$ cat config.mk
export PLATFORM = sky130hd
export DESIGN_NAME = process_grid_factor_search
export DESIGN_NICKNAME = d
export VERILOG_FILES = /design/src/sv/pgfs_pkg.sv /design/src/sv/pgfs_div.sv /design/src/sv/pgfs_datapath.sv /design/src/sv/pgfs_ctrl.sv /design/src/sv/process_grid_factor_search.sv
export SDC_FILE = /design/constraint.sdc
export NUM_CORES = 2
export LEC_CHECK = 0
export ABC_AREA = 1
export BUFFER_PORTS_ARGS = -buffer_cell sky130_fd_sc_hd__buf_4
export CAP_MARGIN = 20
export CORE_ASPECT_RATIO = 0.9
export CORE_MARGIN = 2
export CORE_UTILIZATION = 42
export CTS_BUF_LIST = sky130_fd_sc_hd__clkbuf_16
export DETAILED_ROUTE_END_ITERATION = 7
export GPL_ROUTABILITY_DRIVEN = 0
export MAX_ROUTING_LAYER = met4
export PLACE_DENSITY = 0.68
export SYNTH_ARGS = -nofsm -noshare
export SYNTH_HDL_FRONTEND = slang
export SYNTH_SLANG_ARGS = --single-unit
$ cat constraint.sdc
create_clock -name clk -period 8.56 [get_ports clk]
set_input_delay 0.856 -clock clk [delete_from_list [all_inputs] [get_ports clk]]
set_output_delay 0.856 -clock clk [all_outputs]
set_load 0.02 [all_outputs]
$ cat src/sv/pgfs_pkg.sv
`default_nettype none
package pgfs_pkg;

  // fixed field widths
  localparam int PART_W  = 11;
  localparam int GRID_W  = 16;
  localparam int COST_W  = 44;

  // parameter defaults
  localparam int MAX_PARTS_DEF = 1024;
  localparam int GRID_BITS_DEF = 16;

  typedef struct packed {
    logic [GRID_W-1:0] grid_x;
    logic [GRID_W-1:0] grid_y;
    logic [GRID_W-1:0] grid_z;
    logic [PART_W-1:0] part_count;
  } item_t;

  typedef struct packed {
    logic [PART_W-1:0] best_x;
    logic [PART_W-1:0] best_y;
    logic [PART_W-1:0] best_z;
    logic [COST_W-1:0] min_cost;
    logic              failed;
  } result_t;

  // which grid face product is involved
  typedef enum logic [1:0] {
    SEL_YZ,
    SEL_ZX,
    SEL_XY
  } face_sel_t;

  typedef enum logic [1:0] {
    ACC_HOLD,
    ACC_LOAD,
    ACC_ADD
  } acc_op_t;

  typedef enum logic {
    DIV_OUTER,
    DIV_INNER
  } div_sel_t;

  typedef enum logic [4:0] {
    ST_IDLE,
    ST_CHECK,
    ST_GRID_YZ,
    ST_GRID_ZX,
    ST_GRID_XY,
    ST_OUTER_DIV,
    ST_OUTER_WAIT,
    ST_INNER_DIV,
    ST_INNER_WAIT,
    ST_COST0,
    ST_COST1,
    ST_COST2,
    ST_COST3,
    ST_UPDATE,
    ST_NEXT_PY,
    ST_NEXT_PX,
    ST_FINISH
  } state_t;

  typedef struct packed {
    logic      load_in;
    logic      grid_mul;
    logic      cost_mul;
    face_sel_t sel;
    acc_op_t   acc_op;
    logic      px_init;
    logic      px_inc;
    logic      py_init;
    logic      py_inc;
    logic      div_start;
    div_sel_t  div_sel;
    logic      take_rest;
    logic      take_pz;
    logic      update_best;
    logic      load_out;
  } cmd_t;

  typedef struct packed {
    logic n_ok;
    logic div_busy;
    logic rem_zero;
    logic px_last;
    logic py_last;
    logic out_free;
  } status_t;

endpackage
`default_nettype wire

$ cat src/sv/pgfs_div.sv
`default_nettype none
module pgfs_div (
  input  wire logic                      clk,
  input  wire logic                      rst,
  input  wire logic                      start,
  input  wire logic [pgfs_pkg::PART_W-1:0] dividend,
  input  wire logic [pgfs_pkg::PART_W-1:0] divisor,
  output logic                           busy,
  output logic [pgfs_pkg::PART_W-1:0]    quot,
  output logic [pgfs_pkg::PART_W-1:0]    rem
);
  import pgfs_pkg::*;

  localparam int CNT_W = $clog2(PART_W + 1);

  logic [CNT_W-1:0]  cnt;
  logic [PART_W-1:0] dvs;
  logic [PART_W:0]   trial;
  logic              fits;

  // one quotient bit per cycle, restoring
  assign trial = {rem, quot[PART_W-1]};
  assign fits  = trial >= {1'b0, dvs};
  assign busy  = cnt != '0;

  always_ff @(posedge clk) begin
    if (rst) begin
      cnt <= '0;
    end else if (start) begin
      cnt <= CNT_W'(PART_W);
    end else if (busy) begin
      cnt <= cnt - 1'b1;
    end
  end

  // payload registers
  always_ff @(posedge clk) begin
    if (start) begin
      dvs  <= divisor;
      quot <= dividend;
      rem  <= '0;
    end else if (busy) begin
      quot <= {quot[PART_W-2:0], fits};
      if (fits) begin
        rem <= PART_W'(trial - {1'b0, dvs});
      end else begin
        rem <= trial[PART_W-1:0];
      end
    end
  end

endmodule
`default_nettype wire

$ cat src/sv/pgfs_datapath.sv
`default_nettype none
module pgfs_datapath #(
  parameter int MAX_PARTS = pgfs_pkg::MAX_PARTS_DEF,
  parameter int GRID_BITS = pgfs_pkg::GRID_BITS_DEF
) (
  input  wire logic              clk,
  input  wire logic              rst,
  input  wire pgfs_pkg::cmd_t    cmd,
  output pgfs_pkg::status_t      status,
  input  wire pgfs_pkg::item_t   item,
  output logic                   result_valid,
  input  wire logic              result_ready,
  output pgfs_pkg::result_t      result
);
  import pgfs_pkg::*;

  localparam int G2 = 2 * GRID_BITS;
  localparam int PW = PART_W + G2;

  logic [GRID_BITS-1:0] gx, gy, gz;
  logic [PART_W-1:0]    n, px, py, rest, pz;
  logic [G2-1:0]        pyz, pzx, pxy;
  logic [G2-1:0]        grid_prod;
  logic [PART_W-1:0]    cost_a;
  logic [G2-1:0]        cost_b;
  logic [PW-1:0]        cost_prod;
  logic [COST_W-1:0]    prod, acc;
  logic                 have;
  logic [PART_W-1:0]    bx, by, bz;
  logic [COST_W-1:0]    bcost;
  logic [PART_W-1:0]    div_dividend, div_divisor, div_quot, div_rem;
  logic                 div_busy;

  // shared iterative divider
  assign div_dividend = (cmd.div_sel == DIV_OUTER) ? n : rest;
  assign div_divisor  = (cmd.div_sel == DIV_OUTER) ? px : py;

  pgfs_div u_div (
    .clk      (clk),
    .rst      (rst),
    .start    (cmd.div_start),
    .dividend (div_dividend),
    .divisor  (div_divisor),
    .busy     (div_busy),
    .quot     (div_quot),
    .rem      (div_rem)
  );

  // status back to the controller
  assign status.n_ok     = (n != '0) && (32'(n) <= 32'(MAX_PARTS));
  assign status.div_busy = div_busy;
  assign status.rem_zero = div_rem == '0;
  assign status.px_last  = px == n;
  assign status.py_last  = py == rest;
  assign status.out_free = !result_valid || result_ready;

  // operand selection for the grid face and cost multipliers
  always_comb begin
    case (cmd.sel)
      SEL_YZ: begin
        grid_prod = G2'(gy) * G2'(gz);
        cost_a    = px - 1'b1;
        cost_b    = pyz;
      end
      SEL_ZX: begin
        grid_prod = G2'(gz) * G2'(gx);
        cost_a    = py - 1'b1;
        cost_b    = pzx;
      end
      SEL_XY: begin
        grid_prod = G2'(gx) * G2'(gy);
        cost_a    = pz - 1'b1;
        cost_b    = pxy;
      end
      default: begin
        grid_prod = '0;
        cost_a    = '0;
        cost_b    = '0;
      end
    endcase
  end

  assign cost_prod = PW'(cost_a) * PW'(cost_b);

  // search registers
  always_ff @(posedge clk) begin
    if (cmd.load_in) begin
      gx <= item.grid_x[GRID_BITS-1:0];
      gy <= item.grid_y[GRID_BITS-1:0];
      gz <= item.grid_z[GRID_BITS-1:0];
      n  <= item.part_count;
    end
    if (cmd.grid_mul) begin
      case (cmd.sel)
        SEL_YZ:  pyz <= grid_prod;
        SEL_ZX:  pzx <= grid_prod;
        SEL_XY:  pxy <= grid_prod;
        default: pxy <= grid_prod;
      endcase
    end
    if (cmd.cost_mul) begin
      prod <= COST_W'(cost_prod);
    end
    case (cmd.acc_op)
      ACC_LOAD: acc <= prod;
      ACC_ADD:  acc <= acc + prod;
      default:  acc <= acc;
    endcase
    if (cmd.px_init) begin
      px <= PART_W'(1);
    end else if (cmd.px_inc) begin
      px <= px + 1'b1;
    end
    if (cmd.py_init) begin
      py <= PART_W'(1);
    end else if (cmd.py_inc) begin
      py <= py + 1'b1;
    end
    if (cmd.take_rest) begin
      rest <= div_quot;
    end
    if (cmd.take_pz) begin
      pz <= div_quot;
    end
    if (cmd.update_best && (!have || acc < bcost)) begin
      bx    <= px;
      by    <= py;
      bz    <= pz;
      bcost <= acc;
    end
  end

  // best split found flag
  always_ff @(posedge clk) begin
    if (rst) begin
      have <= 1'b0;
    end else if (cmd.load_in) begin
      have <= 1'b0;
    end else if (cmd.update_best) begin
      have <= 1'b1;
    end
  end

  // output word register
  always_ff @(posedge clk) begin
    if (rst) begin
      result_valid <= 1'b0;
    end else if (cmd.load_out) begin
      result_valid <= 1'b1;
    end else if (result_ready) begin
      result_valid <= 1'b0;
    end
  end

  always_ff @(posedge clk) begin
    if (cmd.load_out) begin
      if (have) begin
        result.best_x   <= bx;
        result.best_y   <= by;
        result.best_z   <= bz;
        result.min_cost <= bcost;
        result.failed   <= 1'b0;
      end else begin
        result.best_x   <= '0;
        result.best_y   <= '0;
        result.best_z   <= '0;
        result.min_cost <= '0;
        result.failed   <= 1'b1;
      end
    end
  end

endmodule
`default_nettype wire

$ cat src/sv/pgfs_ctrl.sv
`default_nettype none
module pgfs_ctrl (
  input  wire logic              clk,
  input  wire logic              rst,
  input  wire logic              item_valid,
  output logic                   item_ready,
  input  wire pgfs_pkg::status_t status,
  output pgfs_pkg::cmd_t         cmd
);
  import pgfs_pkg::*;

  state_t state, state_next;

  // state register
  always_ff @(posedge clk) begin
    if (rst) begin
      state <= ST_IDLE;
    end else begin
      state <= state_next;
    end
  end

  // next state and commands
  always_comb begin
    state_next = state;
    cmd        = '0;
    cmd.sel    = SEL_YZ;
    cmd.acc_op = ACC_HOLD;
    cmd.div_sel = DIV_OUTER;
    item_ready = 1'b0;
    case (state)
      ST_IDLE: begin
        item_ready = 1'b1;
        if (item_valid) begin
          cmd.load_in = 1'b1;
          state_next  = ST_CHECK;
        end
      end
      ST_CHECK: begin
        state_next = status.n_ok ? ST_GRID_YZ : ST_FINISH;
      end
      ST_GRID_YZ: begin
        cmd.grid_mul = 1'b1;
        cmd.sel      = SEL_YZ;
        state_next   = ST_GRID_ZX;
      end
      ST_GRID_ZX: begin
        cmd.grid_mul = 1'b1;
        cmd.sel      = SEL_ZX;
        state_next   = ST_GRID_XY;
      end
      ST_GRID_XY: begin
        cmd.grid_mul = 1'b1;
        cmd.sel      = SEL_XY;
        cmd.px_init  = 1'b1;
        state_next   = ST_OUTER_DIV;
      end
      // n / px
      ST_OUTER_DIV: begin
        cmd.div_start = 1'b1;
        cmd.div_sel   = DIV_OUTER;
        state_next    = ST_OUTER_WAIT;
      end
      ST_OUTER_WAIT: begin
        if (!status.div_busy) begin
          if (status.rem_zero) begin
            cmd.take_rest = 1'b1;
            cmd.py_init   = 1'b1;
            state_next    = ST_INNER_DIV;
          end else begin
            state_next = ST_NEXT_PX;
          end
        end
      end
      // rest / py
      ST_INNER_DIV: begin
        cmd.div_start = 1'b1;
        cmd.div_sel   = DIV_INNER;
        state_next    = ST_INNER_WAIT;
      end
      ST_INNER_WAIT: begin
        cmd.div_sel = DIV_INNER;
        if (!status.div_busy) begin
          if (status.rem_zero) begin
            cmd.take_pz = 1'b1;
            state_next  = ST_COST0;
          end else begin
            state_next = ST_NEXT_PY;
          end
        end
      end
      // cut surface, one face term per cycle
      ST_COST0: begin
        cmd.cost_mul = 1'b1;
        cmd.sel      = SEL_YZ;
        state_next   = ST_COST1;
      end
      ST_COST1: begin
        cmd.cost_mul = 1'b1;
        cmd.sel      = SEL_ZX;
        cmd.acc_op   = ACC_LOAD;
        state_next   = ST_COST2;
      end
      ST_COST2: begin
        cmd.cost_mul = 1'b1;
        cmd.sel      = SEL_XY;
        cmd.acc_op   = ACC_ADD;
        state_next   = ST_COST3;
      end
      ST_COST3: begin
        cmd.acc_op = ACC_ADD;
        state_next = ST_UPDATE;
      end
      ST_UPDATE: begin
        cmd.update_best = 1'b1;
        state_next      = ST_NEXT_PY;
      end
      ST_NEXT_PY: begin
        if (status.py_last) begin
          state_next = ST_NEXT_PX;
        end else begin
          cmd.py_inc = 1'b1;
          state_next = ST_INNER_DIV;
        end
      end
      ST_NEXT_PX: begin
        if (status.px_last) begin
          state_next = ST_FINISH;
        end else begin
          cmd.px_inc = 1'b1;
          state_next = ST_OUTER_DIV;
        end
      end
      ST_FINISH: begin
        if (status.out_free) begin
          cmd.load_out = 1'b1;
          state_next   = ST_IDLE;
        end
      end
      default: begin
        state_next = ST_IDLE;
      end
    endcase
  end

endmodule
`default_nettype wire

$ cat src/sv/process_grid_factor_search.sv
// search time depends on n: the shared divider runs once per px and once per py tried;
// a zero or oversized count skips the search and goes straight to the result
// throughput: one word at a time; the next word is taken once the result is in the
// output register, which holds it until it is taken
// reset: synchronous active-high rst returns the controller to idle, no result pending
`default_nettype none
module process_grid_factor_search #(
  parameter int MAX_PARTS = pgfs_pkg::MAX_PARTS_DEF,
  parameter int GRID_BITS = pgfs_pkg::GRID_BITS_DEF
) (
  input  wire logic              clk,
  input  wire logic              rst,
  input  wire logic              item_valid,
  output logic                   item_ready,
  input  wire pgfs_pkg::item_t   item,
  output logic                   result_valid,
  input  wire logic              result_ready,
  output pgfs_pkg::result_t      result
);
  import pgfs_pkg::*;

  cmd_t    cmd;
  status_t status;

  // search sequencer
  pgfs_ctrl u_ctrl (
    .clk        (clk),
    .rst        (rst),
    .item_valid (item_valid),
    .item_ready (item_ready),
    .status     (status),
    .cmd        (cmd)
  );

  // divider, multipliers and best-split registers
  pgfs_datapath #(
    .MAX_PARTS (MAX_PARTS),
    .GRID_BITS (GRID_BITS)
  ) u_datapath (
    .clk          (clk),
    .rst          (rst),
    .cmd          (cmd),
    .status       (status),
    .item         (item),
    .result_valid (result_valid),
    .result_ready (result_ready),
    .result       (result)
  );

endmodule
`default_nettype wire
==> flow_metrics.tcl <==
set metrics [dict create \
    hpwlAfterDp_mm 142.4 \
    clock_skew_ns 0.06808 \
    crit_top_cell "nand2_1" \
    hold_viol_final 0 \
    port_buffers 142 \
    syn-num-nets 9224 \
    met3_wirelength_mm 18.95 \
    wl_met1_mm 74.92 \
    layout.nets 9296 \
    drcViolationCount 0 \
    fp.dieW_um 410.3 \
    yosys_warnings 0 \
    netlist_area_sq_um 62400 \
    ys_seq_area_share_pct 22.63 \
    ctsHoldBuffers 0 \
    track_usage_pct 24.22 \
    fin_area_sq_um 67810 \
    cts_buffers 53 \
    synth_area_leaders "fa_1 27%, edfxtp_1 21%, nand2_1 14%" \
    synth_top_flop_cell "edfxtp_1" \
    via_per_inst 5.204 \
    clk_pin_slew_ns 0.08 \
    drv_slew 0 \
    synth-seq-cells 485 \
    syn_inst 7809 \
    layout-drive-gt1-share_pct 5.388 \
    synth-edff-count 441 \
    routed.top_layer "met4" \
    clk_latency_ns 0.69 \
    synth_top_cell_by_area "fa_1" \
    cts_max_level 2 \
    wl_per_cell_um 17.70 \
    cpPeakStageDelay_ns 0.55 \
    initial_core_util_pct 42.20 \
    grt_max_degree 79 \
    rsz0062_at_grt "false" \
    dpl_cell_area_sq_um 65850 \
    fp.dieArea_sq_um 151700 \
    syn_to_final_growth_pct 8.666 \
    path_class "reg -> reg" \
    worst-endpoint-arrival_ns 8.54 \
    status "finished, final reports clean" \
    antenna_found_initial 2 \
    start_kind "register" \
    dp_cells 9795 \
    cts.sinks 485 \
    grt-ovfl-total 0 \
    drtIter0Drc 5197 \
    vias 51520 \
    synth_top_area_share_pct 27.37 \
    setup_slack_ns 0.4548 \
    drt_wl_total_mm 175.3 \
    root_buffer "clkbuf_16" \
    wl_met2_mm 76.80 \
    dp_slack_ns 0.4351 \
    period_minus_slack_ns 8.105 \
    synthMostInstantiatedCell "nand2_1" \
    ys_async_sr_fraction_pct 0 \
    ys_types 56 \
    hold_class "in -> reg" \
    core_sq_um 147900 \
    final_cells 9900 \
    tns_ns 0 \
    grt_pass1_wl_mm 283.2 \
    ant_nets 0 \
    critPathMaxFanout 19 \
    tightest_slew_ns 1.219 \
    fmax_ghz 0.1234 \
    avgSynthCellArea_sq_um 7.991 \
    grt_pass1_vias 51970 \
    rows 134 \
    crit_path_end_kind "register" \
    die_y_um 369.7 \
    firstDrtPassIters 7 \
    maxSlewHeadroom_pct 18.74 \
    ioPinCount 143 \
    finalSetupViolCount 0 \
    synthTopCellsByCount "2362 x nand2_1, 1788 x inv_1, 853 x fa_1" \
    cts.path.max_buffers 3 \
    cpMaxStageDelayCell "fa_1" \
    cap_violations 0 \
    tritoncts "yes" \
    critPathRequiredTime_ns 9.00 \
    fin_crit_sh_pct 94.69 \
]
-- cell type report --
type / instances / area [sq um]
fillers: 14340 / 80070
well taps: 1972 / 2467
clock buffers: 53 / 1326
multi-input cells: 5280 / 40570
clock inverters: 46 / 541.8
flip-flops and latches: 485 / 14120
repair buffers: 255 / 1974
diodes: 3 / 7.507
inverters: 1806 / 6793
-- per-stage QoR --
stage | utilization [%] | hold slack (ns)
5_1_grt | 45.85 | 0.3202
6_report | 45.85 | 0.3361
3_5_place_dp | 44.53 | 0.4693
2_1_floorplan | - | 0.4029
4_1_cts | 45.79 | 0.3006
3_3_place_gp | 44.51 | 0.4636
-- repair_timing --
| item | CTS | global route |
|---|---|---|
| endpoints found under the setup margin | 0 | 21 |
| buffers inserted | 0 | 0 |
| resized for setup | 0 | 7 |
-- path summary, 6_finish.rpt --
check	startpoint	endpoint	slack (ns)	depth (start not counted)
max	u_ctrl.state[4]$_SDFFE_PP0P_	u_datapath.prod[40]$_DFFE_PP_	0.45	34
max reg2reg	u_ctrl.state[4]$_SDFFE_PP0P_	u_datapath.prod[40]$_DFFE_PP_	0.45	34
min reg2reg	u_datapath.u_div.quot[6]$_DFFE_PP_	u_datapath.pz[6]$_DFFE_PP_	0.47	0
min	item[33]	u_datapath.gy[6]$_DFFE_PP_	0.34	1
-- sequential cells by signal (all words and copies together), names as in the netlist, 32 cells and up --
name / flops
u_datapath.acc: 44
u_datapath.bcost: 44
u_datapath.prod: 43
u_datapath.pxy: 32
u_datapath.pyz: 32
u_datapath.pzx: 32
u_datapath.result: 78
-- layout by cell type, fill, tap and decap left out, types with 10 or more instances in the layout --
cell type and instances:
nand2_1 2362, inv_1 1791, fa_1 853, ha_1 496, edfxtp_1 441, nor2_1 422
nand3_1 301, buf_4 251, a21oi_1 237, o21ai_0 183, nand4_1 84, xor2_1 59
clkbuf_16 53, xnor2_1 44, dfxtp_1 43, nor3_1 31, nand3b_1 26, nor2_2 23
o21a_1 17, o21bai_1 16, clkinv_1 15, a31oi_1 14, or2_2 13, a21o_1 12
inv_2 10
-- metal layers --
| metal | GRT usage [%] | vias to the layer above |
|---|---|---|
| li1 | - | 23790 |
| met3 | 4.473 | 327 |
| met1 | 33.31 | 24900 |
| met5 | - | - |
| met4 | 6.229 | 0 |
| met2 | 36.87 | 2500 |
-- critical path: cells and delay by family, from the launching register on --
family / cells / cell delay, ns
fa+ha+maj: 8 / 3.40
simple gates: 13 / 1.77
compound gates: 3 / 0.78
xor+xnor: 1 / 0.10
buf+inv: 9 / 1.42
flops: 1 / 0.41
-- logic make-up (layout without fill, tap and decap cells) --
group,count (synthesis),count (layout),share of synthesized area [%]
AO/OA/AOI/OAI,523,523,4.632
XOR/XNOR,103,103,1.446
adder cells (fa/ha/maj),1352,1352,37.37
buffers and inverters,2044,2160,12.45
flip-flops,485,485,22.63
other,0,3,0
AND/OR/NAND/NOR,3302,3302,21.46
Power is not shown: default switching activity piles up to over one toggle a cycle in this logic, so the estimate is an artifact.
